==> config.mk <==
export PLATFORM = sky130hd
export DESIGN_NAME = refcounted_device_handle_table
export DESIGN_NICKNAME = d
export VERILOG_FILES = /design/src/rtl/rdht_pkg.sv /design/src/rtl/refcounted_device_handle_table.sv /design/src/rtl/rdht_mem.sv /design/src/rtl/rdht_ctrl.sv
export VERILOG_INCLUDE_DIRS = /design/src /design/src/rtl
export SDC_FILE = /design/constraint.sdc
export NUM_CORES = 2
export LEC_CHECK = 0
export BUFFER_PORTS_ARGS = -buffer_cell sky130_fd_sc_hd__buf_2
export CORE_MARGIN = 1
export CORE_UTILIZATION = 40
export CTS_BUF_LIST = sky130_fd_sc_hd__clkbuf_2
export CTS_CLUSTER_DIAMETER = 120
export DETAILED_ROUTE_END_ITERATION = 7
export PLACE_DENSITY = 0.64
export REMOVE_ABC_BUFFERS = 1
export SYNTH_ARGS = -nofsm -noshare
export SYNTH_HDL_FRONTEND = slang
export SYNTH_SLANG_ARGS = --single-unit
==> constraint.sdc <==
create_clock -name clk -period 16.7 [get_ports clk]
set_input_delay 0.835 -clock clk [delete_from_list [all_inputs] [get_ports clk]]
set_output_delay 0.835 -clock clk [all_outputs]
set_load 0.01 [all_outputs]
==> src/rtl/refcounted_device_handle_table_assert.svh <==
// Assertion helpers for the handle table.
// In simulation they expand to concurrent assertions. With SYNTH defined they expand to nothing.
`ifndef REFCOUNTED_DEVICE_HANDLE_TABLE_ASSERT_SVH
`define REFCOUNTED_DEVICE_HANDLE_TABLE_ASSERT_SVH

`ifndef SYNTH

// Property that holds at every clock edge outside reset.
`define RDHT_ASSERT(label, clk, rst_n, prop) \
    label: assert property (@(posedge clk) disable iff (!rst_n) prop) \
        else $error("rdht: property failed");

// When pre holds, post holds in the next cycle.
`define RDHT_ASSERT_NEXT(label, clk, rst_n, pre, post) \
    label: assert property (@(posedge clk) disable iff (!rst_n) (pre) |=> (post)) \
        else $error("rdht: next-cycle property failed");

`else

`define RDHT_ASSERT(label, clk, rst_n, prop)
`define RDHT_ASSERT_NEXT(label, clk, rst_n, pre, post)

`endif

`endif

==> src/rtl/rdht_pkg.sv <==
package rdht_pkg;

    // Default configuration of the table
    localparam int DEF_TABLE_ENTRIES = 128;
    localparam int DEF_TYPE_COUNT    = 16;
    localparam int DEF_UNIT_BITS     = 8;
    localparam int DEF_COUNT_BITS    = 8;

    // Field widths on the ports
    localparam int MASK_W   = 16;
    localparam int TYPE_W   = 4;
    localparam int UNIT_W   = 8;
    localparam int HANDLE_W = 7;
    localparam int REFCNT_W = 8;
    localparam int STATUS_W = 3;

    // Request kinds
    localparam logic KIND_OPEN  = 1'b0;
    localparam logic KIND_CLOSE = 1'b1;

    // Result status codes
    localparam logic [STATUS_W-1:0] ST_OK        = 3'd0;
    localparam logic [STATUS_W-1:0] ST_UNKNOWN   = 3'd1;
    localparam logic [STATUS_W-1:0] ST_FULL      = 3'd2;
    localparam logic [STATUS_W-1:0] ST_NOT_OPEN  = 3'd3;
    localparam logic [STATUS_W-1:0] ST_SATURATED = 3'd4;

    // One result, as handed from the controller to the output stage
    typedef struct packed {
        logic [STATUS_W-1:0] status;
        logic [HANDLE_W-1:0] handle_out;
        logic [REFCNT_W-1:0] ref_count;
        logic                created;
        logic                released;
    } res_t;

endpackage

==> src/rtl/refcounted_device_handle_table.sv <==
// Reference-counted device handle table.
// Requests enter on the s_ side: s_tuser is the kind (0 open, 1 close), s_tdata carries
// dev_type, unit and handle_in. Every request yields exactly one result transaction on
// the m_ side: status, handle_out, ref_count, created and released.
// type_present_mask is written through cfg_wr_en / cfg_wr_data; the user must write it only
// while the table is idle, which the block does not enforce. An open makes one linear pass
// over the table memory, one read per cycle, looking for a match and the lowest free entry
// at once, then updates the matching or free entry; a close reads the entry and writes it
// back; an unknown type or an out-of-range close goes straight to the result. The next
// request is taken in the cycle after the result leaves the controller, one at a time.
// After reset a clearing pass over all TABLE_ENTRIES entries zeroes all counts; s_tready stays
// low until it is done. Config writes are taken at any time.
// The result sits in an output register; while the receiver stalls the controller still
// accepts and works on the next request and holds its result until the register frees up.
module refcounted_device_handle_table
    import rdht_pkg::*;
#(
    parameter int TABLE_ENTRIES = DEF_TABLE_ENTRIES,
    parameter int TYPE_COUNT    = DEF_TYPE_COUNT,
    parameter int UNIT_BITS     = DEF_UNIT_BITS,
    parameter int COUNT_BITS    = DEF_COUNT_BITS
) (
    input  logic              clk,
    input  logic              rst_n,
    // configuration: type_present_mask
    input  logic              cfg_wr_en,
    input  logic [MASK_W-1:0] cfg_wr_data,
    // requests
    input  logic              s_tvalid,
    output logic              s_tready,
    input  logic [23:0]       s_tdata,   // dev_type[3:0], unit[11:4], handle_in[18:12], zero
    input  logic              s_tuser,   // kind
    // results
    output logic              m_tvalid,
    input  logic              m_tready,
    output logic [23:0]       m_tdata    // status[2:0], handle_out[9:3], ref_count[17:10],
                                         // created[18], released[19], zero
);

    localparam int IDX_W   = $clog2(TABLE_ENTRIES);
    localparam int ENTRY_W = COUNT_BITS + TYPE_W + UNIT_BITS;

    logic [MASK_W-1:0]  mask_reg;
    logic               m_tvalid_reg;
    logic [23:0]        m_tdata_reg;

    logic               res_vld;
    logic               res_rdy;
    res_t               res;

    logic               mem_rd_en;
    logic [IDX_W-1:0]   mem_rd_addr;
    logic [ENTRY_W-1:0] mem_rd_data;
    logic               mem_wr_en;
    logic [IDX_W-1:0]   mem_wr_addr;
    logic [ENTRY_W-1:0] mem_wr_data;

    // type registration mask
    always_ff @(posedge clk or negedge rst_n)
    begin
        if (!rst_n)
        begin
            mask_reg <= '0;
        end
        else if (cfg_wr_en)
        begin
            mask_reg <= cfg_wr_data;
        end
    end

    rdht_ctrl #(
        .TABLE_ENTRIES (TABLE_ENTRIES),
        .TYPE_COUNT    (TYPE_COUNT),
        .UNIT_BITS     (UNIT_BITS),
        .COUNT_BITS    (COUNT_BITS)
    ) u_ctrl (
        .clk         (clk),
        .rst_n       (rst_n),
        .in_valid    (s_tvalid),
        .in_ready    (s_tready),
        .in_kind     (s_tuser),
        .in_dev_type (s_tdata[3:0]),
        .in_unit     (s_tdata[11:4]),
        .in_handle   (s_tdata[18:12]),
        .type_mask   (mask_reg),
        .res_vld     (res_vld),
        .res_rdy     (res_rdy),
        .res         (res),
        .mem_rd_en   (mem_rd_en),
        .mem_rd_addr (mem_rd_addr),
        .mem_rd_data (mem_rd_data),
        .mem_wr_en   (mem_wr_en),
        .mem_wr_addr (mem_wr_addr),
        .mem_wr_data (mem_wr_data)
    );

    // entry word: count on top, then type, unit in the low bits
    rdht_mem #(
        .DEPTH (TABLE_ENTRIES),
        .WIDTH (ENTRY_W)
    ) u_mem (
        .clk     (clk),
        .rd_en   (mem_rd_en),
        .rd_addr (mem_rd_addr),
        .rd_data (mem_rd_data),
        .wr_en   (mem_wr_en),
        .wr_addr (mem_wr_addr),
        .wr_data (mem_wr_data)
    );

    // output register: loads when empty or being drained this cycle
    assign res_rdy = !m_tvalid_reg || m_tready;

    always_ff @(posedge clk or negedge rst_n)
    begin
        if (!rst_n)
        begin
            m_tvalid_reg <= 1'b0;
            m_tdata_reg  <= '0;
        end
        else if (res_vld && res_rdy)
        begin
            m_tvalid_reg <= 1'b1;
            m_tdata_reg  <= {4'b0, res.released, res.created, res.ref_count,
                             res.handle_out, res.status};
        end
        else if (m_tready)
        begin
            m_tvalid_reg <= 1'b0;
        end
    end

    assign m_tvalid = m_tvalid_reg;
    assign m_tdata  = m_tdata_reg;

endmodule

==> src/rtl/rdht_mem.sv <==
module rdht_mem #(
    parameter int DEPTH = 128,
    parameter int WIDTH = 20
) (
    input  logic                     clk,
    input  logic                     rd_en,
    input  logic [$clog2(DEPTH)-1:0] rd_addr,
    output logic [WIDTH-1:0]         rd_data,
    input  logic                     wr_en,
    input  logic [$clog2(DEPTH)-1:0] wr_addr,
    input  logic [WIDTH-1:0]         wr_data
);

    logic [WIDTH-1:0] mem [DEPTH];

    always_ff @(posedge clk)
    begin
        if (wr_en)
        begin
            mem[wr_addr] <= wr_data;
        end
    end

    always_ff @(posedge clk)
    begin
        if (rd_en)
        begin
            rd_data <= mem[rd_addr];
        end
    end

endmodule

==> src/rtl/rdht_ctrl.sv <==
`include "refcounted_device_handle_table_assert.svh"

module rdht_ctrl
    import rdht_pkg::*;
#(
    parameter int TABLE_ENTRIES = DEF_TABLE_ENTRIES,
    parameter int TYPE_COUNT    = DEF_TYPE_COUNT,
    parameter int UNIT_BITS     = DEF_UNIT_BITS,
    parameter int COUNT_BITS    = DEF_COUNT_BITS
) (
    input  logic                                            clk,
    input  logic                                            rst_n,
    // request side
    input  logic                                            in_valid,
    output logic                                            in_ready,
    input  logic                                            in_kind,
    input  logic [TYPE_W-1:0]                               in_dev_type,
    input  logic [UNIT_W-1:0]                               in_unit,
    input  logic [HANDLE_W-1:0]                             in_handle,
    input  logic [MASK_W-1:0]                               type_mask,
    // result side
    output logic                                            res_vld,
    input  logic                                            res_rdy,
    output res_t                                            res,
    // table memory
    output logic                                            mem_rd_en,
    output logic [$clog2(TABLE_ENTRIES)-1:0]                mem_rd_addr,
    input  logic [COUNT_BITS+TYPE_W+UNIT_BITS-1:0]          mem_rd_data,
    output logic                                            mem_wr_en,
    output logic [$clog2(TABLE_ENTRIES)-1:0]                mem_wr_addr,
    output logic [COUNT_BITS+TYPE_W+UNIT_BITS-1:0]          mem_wr_data
);

    localparam int IDX_W   = $clog2(TABLE_ENTRIES);
    localparam int ENTRY_W = COUNT_BITS + TYPE_W + UNIT_BITS;
    localparam logic [IDX_W-1:0]      LAST_IDX  = IDX_W'(TABLE_ENTRIES - 1);
    localparam logic [COUNT_BITS-1:0] COUNT_MAX = {COUNT_BITS{1'b1}};

    typedef enum logic [2:0] {
        S_CLEAR,
        S_IDLE,
        S_SCAN,
        S_DECIDE,
        S_CL_RD,
        S_CL_WR,
        S_RESULT
    } state_t;

    state_t                state_reg,      state_next;
    logic [IDX_W-1:0]      idx_reg,        idx_next;
    logic                  issue_done_reg, issue_done_next;
    logic                  chk_vld_reg,    chk_vld_next;
    logic [IDX_W-1:0]      chk_idx_reg,    chk_idx_next;
    logic [TYPE_W-1:0]     type_reg,       type_next;
    logic [UNIT_BITS-1:0]  unit_reg,       unit_next;
    logic [HANDLE_W-1:0]   handle_reg,     handle_next;
    logic                  match_vld_reg,  match_vld_next;
    logic [IDX_W-1:0]      match_idx_reg,  match_idx_next;
    logic [COUNT_BITS-1:0] match_cnt_reg,  match_cnt_next;
    logic                  free_vld_reg,   free_vld_next;
    logic [IDX_W-1:0]      free_idx_reg,   free_idx_next;
    res_t                  res_reg,        res_next;

    // fields of the entry read last cycle
    logic [COUNT_BITS-1:0] rd_cnt;
    logic [TYPE_W-1:0]     rd_type;
    logic [UNIT_BITS-1:0]  rd_unit;
    logic                  type_ok;
    logic                  handle_ok;

    assign rd_cnt  = mem_rd_data[ENTRY_W-1 -: COUNT_BITS];
    assign rd_type = mem_rd_data[UNIT_BITS +: TYPE_W];
    assign rd_unit = mem_rd_data[UNIT_BITS-1:0];

    assign type_ok   = (32'(in_dev_type) < TYPE_COUNT) && type_mask[in_dev_type];
    assign handle_ok = 32'(in_handle) < TABLE_ENTRIES;

    assign in_ready = (state_reg == S_IDLE);
    assign res_vld  = (state_reg == S_RESULT);
    assign res      = res_reg;

    always_comb
    begin
        state_next      = state_reg;
        idx_next        = idx_reg;
        issue_done_next = issue_done_reg;
        chk_vld_next    = 1'b0;
        chk_idx_next    = chk_idx_reg;
        type_next       = type_reg;
        unit_next       = unit_reg;
        handle_next     = handle_reg;
        match_vld_next  = match_vld_reg;
        match_idx_next  = match_idx_reg;
        match_cnt_next  = match_cnt_reg;
        free_vld_next   = free_vld_reg;
        free_idx_next   = free_idx_reg;
        res_next        = res_reg;

        mem_rd_en   = 1'b0;
        mem_rd_addr = idx_reg;
        mem_wr_en   = 1'b0;
        mem_wr_addr = idx_reg;
        mem_wr_data = '0;

        unique case (state_reg)
            S_CLEAR:
            begin
                // zero count marks the entry free
                mem_wr_en   = 1'b1;
                mem_wr_addr = idx_reg;
                mem_wr_data = '0;
                if (idx_reg == LAST_IDX)
                begin
                    idx_next   = '0;
                    state_next = S_IDLE;
                end
                else
                begin
                    idx_next = idx_reg + 1'b1;
                end
            end

            S_IDLE:
            begin
                if (in_valid)
                begin
                    type_next   = in_dev_type;
                    unit_next   = UNIT_BITS'(in_unit);
                    handle_next = in_handle;
                    if (in_kind == KIND_OPEN)
                    begin
                        if (type_ok)
                        begin
                            idx_next        = '0;
                            issue_done_next = 1'b0;
                            match_vld_next  = 1'b0;
                            free_vld_next   = 1'b0;
                            state_next      = S_SCAN;
                        end
                        else
                        begin
                            res_next   = '{ST_UNKNOWN, '0, '0, 1'b0, 1'b0};
                            state_next = S_RESULT;
                        end
                    end
                    else if (handle_ok)
                    begin
                        state_next = S_CL_RD;
                    end
                    else
                    begin
                        res_next   = '{ST_NOT_OPEN, in_handle, '0, 1'b0, 1'b0};
                        state_next = S_RESULT;
                    end
                end
            end

            S_SCAN:
            begin
                // issue one read a cycle; check the entry returned in the next cycle
                if (!issue_done_reg)
                begin
                    mem_rd_en   = 1'b1;
                    mem_rd_addr = idx_reg;
                    if (idx_reg == LAST_IDX)
                    begin
                        issue_done_next = 1'b1;
                    end
                    else
                    begin
                        idx_next = idx_reg + 1'b1;
                    end
                end
                chk_vld_next = !issue_done_reg;
                chk_idx_next = idx_reg;

                if (chk_vld_reg)
                begin
                    if (rd_cnt != '0 && rd_type == type_reg && rd_unit == unit_reg &&
                        !match_vld_reg)
                    begin
                        match_vld_next = 1'b1;
                        match_idx_next = chk_idx_reg;
                        match_cnt_next = rd_cnt;
                    end
                    if (rd_cnt == '0 && !free_vld_reg)
                    begin
                        free_vld_next = 1'b1;
                        free_idx_next = chk_idx_reg;
                    end
                    if (chk_idx_reg == LAST_IDX)
                    begin
                        state_next = S_DECIDE;
                    end
                end
            end

            S_DECIDE:
            begin
                state_next = S_RESULT;
                if (match_vld_reg)
                begin
                    if (match_cnt_reg == COUNT_MAX)
                    begin
                        res_next = '{ST_SATURATED, HANDLE_W'(match_idx_reg),
                                     REFCNT_W'(match_cnt_reg), 1'b0, 1'b0};
                    end
                    else
                    begin
                        mem_wr_en   = 1'b1;
                        mem_wr_addr = match_idx_reg;
                        mem_wr_data = {match_cnt_reg + 1'b1, type_reg, unit_reg};
                        res_next    = '{ST_OK, HANDLE_W'(match_idx_reg),
                                        REFCNT_W'(match_cnt_reg + 1'b1), 1'b0, 1'b0};
                    end
                end
                else if (free_vld_reg)
                begin
                    mem_wr_en   = 1'b1;
                    mem_wr_addr = free_idx_reg;
                    mem_wr_data = {COUNT_BITS'(1), type_reg, unit_reg};
                    res_next    = '{ST_OK, HANDLE_W'(free_idx_reg), REFCNT_W'(1), 1'b1, 1'b0};
                end
                else
                begin
                    res_next = '{ST_FULL, '0, '0, 1'b0, 1'b0};
                end
            end

            S_CL_RD:
            begin
                mem_rd_en   = 1'b1;
                mem_rd_addr = IDX_W'(handle_reg);
                state_next  = S_CL_WR;
            end

            S_CL_WR:
            begin
                state_next = S_RESULT;
                if (rd_cnt == '0)
                begin
                    res_next = '{ST_NOT_OPEN, handle_reg, '0, 1'b0, 1'b0};
                end
                else
                begin
                    mem_wr_en   = 1'b1;
                    mem_wr_addr = IDX_W'(handle_reg);
                    mem_wr_data = {rd_cnt - 1'b1, rd_type, rd_unit};
                    res_next    = '{ST_OK, handle_reg, REFCNT_W'(rd_cnt - 1'b1), 1'b0,
                                    (rd_cnt == COUNT_BITS'(1))};
                end
            end

            S_RESULT:
            begin
                if (res_rdy)
                begin
                    state_next = S_IDLE;
                end
            end

            default:
            begin
                state_next = S_IDLE;
            end
        endcase
    end

    always_ff @(posedge clk or negedge rst_n)
    begin
        if (!rst_n)
        begin
            state_reg      <= S_CLEAR;
            idx_reg        <= '0;
            issue_done_reg <= 1'b0;
            chk_vld_reg    <= 1'b0;
            chk_idx_reg    <= '0;
            type_reg       <= '0;
            unit_reg       <= '0;
            handle_reg     <= '0;
            match_vld_reg  <= 1'b0;
            match_idx_reg  <= '0;
            match_cnt_reg  <= '0;
            free_vld_reg   <= 1'b0;
            free_idx_reg   <= '0;
            res_reg        <= '0;
        end
        else
        begin
            state_reg      <= state_next;
            idx_reg        <= idx_next;
            issue_done_reg <= issue_done_next;
            chk_vld_reg    <= chk_vld_next;
            chk_idx_reg    <= chk_idx_next;
            type_reg       <= type_next;
            unit_reg       <= unit_next;
            handle_reg     <= handle_next;
            match_vld_reg  <= match_vld_next;
            match_idx_reg  <= match_idx_next;
            match_cnt_reg  <= match_cnt_next;
            free_vld_reg   <= free_vld_next;
            free_idx_reg   <= free_idx_next;
            res_reg        <= res_next;
        end
    end

    // an accepted request leaves the controller busy in the next cycle
    `RDHT_ASSERT_NEXT(a_accept_busy, clk, rst_n, (in_valid && in_ready), !in_ready)
    // every scan read is checked in the following cycle
    `RDHT_ASSERT_NEXT(a_scan_check, clk, rst_n, (state_reg == S_SCAN && mem_rd_en), chk_vld_reg)
    `RDHT_ASSERT(a_status_code, clk, rst_n, res_vld |-> (res_reg.status <= ST_SATURATED))
    `RDHT_ASSERT(a_created_one, clk, rst_n, (res_vld && res_reg.created) |-> (res_reg.status == ST_OK && res_reg.ref_count == REFCNT_W'(1)))
    `RDHT_ASSERT(a_released_zero, clk, rst_n, (res_vld && res_reg.released) |-> (res_reg.status == ST_OK && res_reg.ref_count == '0))

endmodule
==> results by group <==
Synth
  – Number of synthesized flops with an enable pin: roughly 2600
  – Top cell type's share of synthesized area: 0.710
  – Sequential area share after synthesis: 0.737
  – Synth area leaders: edfxtp_1 71%, mux2i_1 7.1%, a211oi_1 3.7%, nand2_1 3.3%, dfrtp_1 2.7%
  – Prevailing post-synth register cell: edfxtp_1
  – Cells after synthesis: 7199
  – FF+latch count, synth: 2699
  – Total number of yosys warnings: 0
  – Synth area leader: edfxtp_1
  – Most frequent cell after synthesis: edfxtp_1
  – Synthesized area per cell: approximately 15 um^2
  – Synth async-reset ratio: 0.0441
  – Mapped Area: 109000 um^2
  – Post-synth top cells: 2580 x edfxtp_1, 945 x nand2_1, 772 x mux2i_1
  – Synth cell types: 74

Floorplan
  – Die width: 524 um
  – Starting Density: 0.403
  – # IOs: 72
  – CORE AREA: 271000 um^2
  – Chip Height: 524 um
  – Full die area: 275000 um^2
  – Row count: around 190

STA
  – Final hold slack: 313 ps
  – Crit share post-route: 0.417
  – Minimum clock period: 6960 ps
  – Layout Skew: 189 ps
  – Final Max Tran Viols: 0
  – Fmax: around 0.14 GHz
  – Worst slew margin: 0.0644
  – Final Hold Vio Count: 0
  – Tightest Pin Transition: 1400 ps
  – Endpoints failing setup: 0
  – Unrepaired setup endpoints after global routing: no
  – Setup TNS: 0 ps

Clock tree
  – H-tree lvl count: 6
  – Clk buf depth: 4
  – CTS sink cnt: 2699
  – CTS resizes: 0
  – CTS tree: done
  – TritonCTS buffer count: 650
  – Clock Latency Late Sink: about 1900 ps
  – Worst-path clk slew: 120 ps
  – Clock root buffer: clkbuf_2

GRT
  – Largest net degree at the start of global routing: between 150 and 200
  – Initial antenna violation count: 32
  – Grt ovf: 0
  – Vias in the first global route: 67000
  – First-pass GRT wire length: around 460000 um
  – Total track usage: 0.233

Drt
  – Routed WL: 328000 um
  – Drt drc: 0
  – Drt via density: between 5 and 6
  – Final ANT Viol Nets: 0
  – DRT Pass-1 Iters: 6
  – Vias: about 70000
  – DR WL/cell: 27.7 um
  – Drt first-iter violations: 8601

Setup path
  – Crit path max fanout: 96
  – Nature of the critical path startpoint: flop
  – Crit-path slowest cell: a21oi_4
  – CP Depth: 11
  – CP most frequent cell: buf_4
  – Slowest stage delay, CP: 870 ps
  – Critical path type: flop to flop
  – CP Capture Type: flop
  – Crit path required time: 18310 ps
  – Cell Chain, Critical Path: or3b_4, buf_12, a21oi_4, buf_4, buf_4, buf_4, mux2i_1, mux2i_1, o2111ai_1, o2111ai_1, or4_1
  – CP Buf/Inv Count: 4
  – CP arrival: 8570 ps
  – CP top delay family: buffers and inverters
  – R2R depth: 11

Placement
  – HPWL after DPL: 185000 um
  – Number of port buffers: 62
  – GP Congestion: slightly below 0.9

Hold path
  – Hold Path Class: primary input to flop
  – WHS Path Cells: 5

Power
  – Static leakage: between 30 and 40 nW
  – Pwr dens: 95.8 nW/um^2
  – Total power: roughly 12 mW
  – Clock power share: 0.369
  – Net Sw Frac: 0.226
  – Peak supply drop: 79.4 uV
  – Int Power: 9.00 mW
  – NetSw: between 2 and 3 mW
  – Logic pwr share: 0.004
  – Sequential cell fraction of total power: 0.627

Outcome
  – Status: finished clean

Cells and area
  – Max reg flops: 2560
  – Largest Register: u_mem.mem
  – Nets: 7849
  – P&R area growth vs syn: 11.2%
  – Final Core Density: 0.448
  – Share of post-route cells with drive strength above 1: 0.192

Run
  – Max-Cap Viols: 0
-- placed cells by master (no fill, tap or decap), types with 48 or more instances in the layout --
master         count
o21ai_0           74
dfrtp_1          118
edfxtp_1        2580
nand2_1          941
nand3_1          329
a21oi_1          130
buf_4            241
clkbuf_2         923
o2111ai_1         48
dlygate4sd3_1    115
nor2_1            74
mux2i_1          764
mux2_2            80
o221ai_1          66
a22oi_1           51
a211oi_1         539
inv_1            222
nor2_2            91
buf_2             61
a31oi_1           68
clkinv_1         115
-- metrics by stage --
step	worst slack, ps	cells	cell area, um^2
4_1_cts	9820	11800	121000
3_3_place_gp	9900	10600	115000
6_report	9740	11800	121000
3_5_place_dp	9840	10600	115000
5_1_grt	9600	11800	121000
2_1_floorplan	-21680	6719	107000
-- area by class of cell --
type                    instances  area [um^2]
diodes                         19         47.5
clock buffers                 923         4620
clock inverters               162         1030
fillers                     23800       150000
inverters                     222          833
multi-input cells            3798        26500
flip-flops and latches       2699        80500
well taps                    3570         4470
repair buffers                426         3450
-- tightest hold or removal path, stage by stage --
cell	delay (ps)
dlygate4sd3_1	550
buf_2	130
mux4_2	270
nand3_1	170
o21a_1	140
-- cells by family (layout without fill, tap and decap cells) --
| kind of cell | Yosys count | after routing | synth area share |
|---|---|---|---|
| AOI/OAI and AO/OA | 1220 | 1220 | 0.0820 |
| muxes | 868 | 868 | 0.0824 |
| xor gates and xnor gates | 28 | 28 | 0.00225 |
| other | 1 | 23 | 0.0000344 |
| buffers and inverters | 705 | 1733 | 0.0293 |
| DFF | 2699 | 2699 | 0.737 |
| adders and majority gates | 6 | 6 | 0.000688 |
| and+or+nand+nor | 1672 | 1672 | 0.0661 |
-- routing by layer --
| metal | wire, um | GRT usage | up-vias |
|---|---|---|---|
| met3 | 34900 | 0.0610 | 711 |
| met1 | 125000 | 0.300 | 34700 |
| li1 | - | - | 29500 |
| met4 | 14400 | 0.103 | 32 |
| met5 | 244 | 0 | - |
| met2 | 153000 | 0.371 | 3991 |
-- timing repair --
action / CTS / global route
hold buffers: 116 / 0
setup buffers: 0 / 0
hold endpoints to repair: 188 / 0
-- power groups by stage --
| stage | logic, mW | clock network [mW] | registers [mW] |
|---|---|---|---|
| 3_3_place_gp | 0.0223 | 0 | 7.45 |
| 5_1_grt | 0.0497 | 4.68 | 7.30 |
| 2_1_floorplan | 0.00897 | 0 | 7.45 |
| 3_5_place_dp | 0.0230 | 0 | 7.45 |
| 6_report | 0.0464 | 4.29 | 7.30 |
| 4_1_cts | 0.0441 | 4.36 | 7.29 |
-- path summary, 6_finish.rpt --
| kind | start | endpoint | slack [ps] |
|---|---|---|---|
| max in group asynchronous | rst_n | mask_reg[9] | 15000 |
| min in group asynchronous | rst_n | u_ctrl.chk_idx_reg[1] | 590 |
| min | s_tdata[3] | u_ctrl.issue_done_reg | 310 |
| max | u_ctrl.state_reg[1] | u_mem.rd_data[15] | 9740 |
| min reg2reg | u_ctrl.res[19] | u_ctrl.res[19] | 490 |
| max reg2reg | u_ctrl.state_reg[1] | u_mem.rd_data[15] | 9740 |
(Power assumes the default switching activity.)
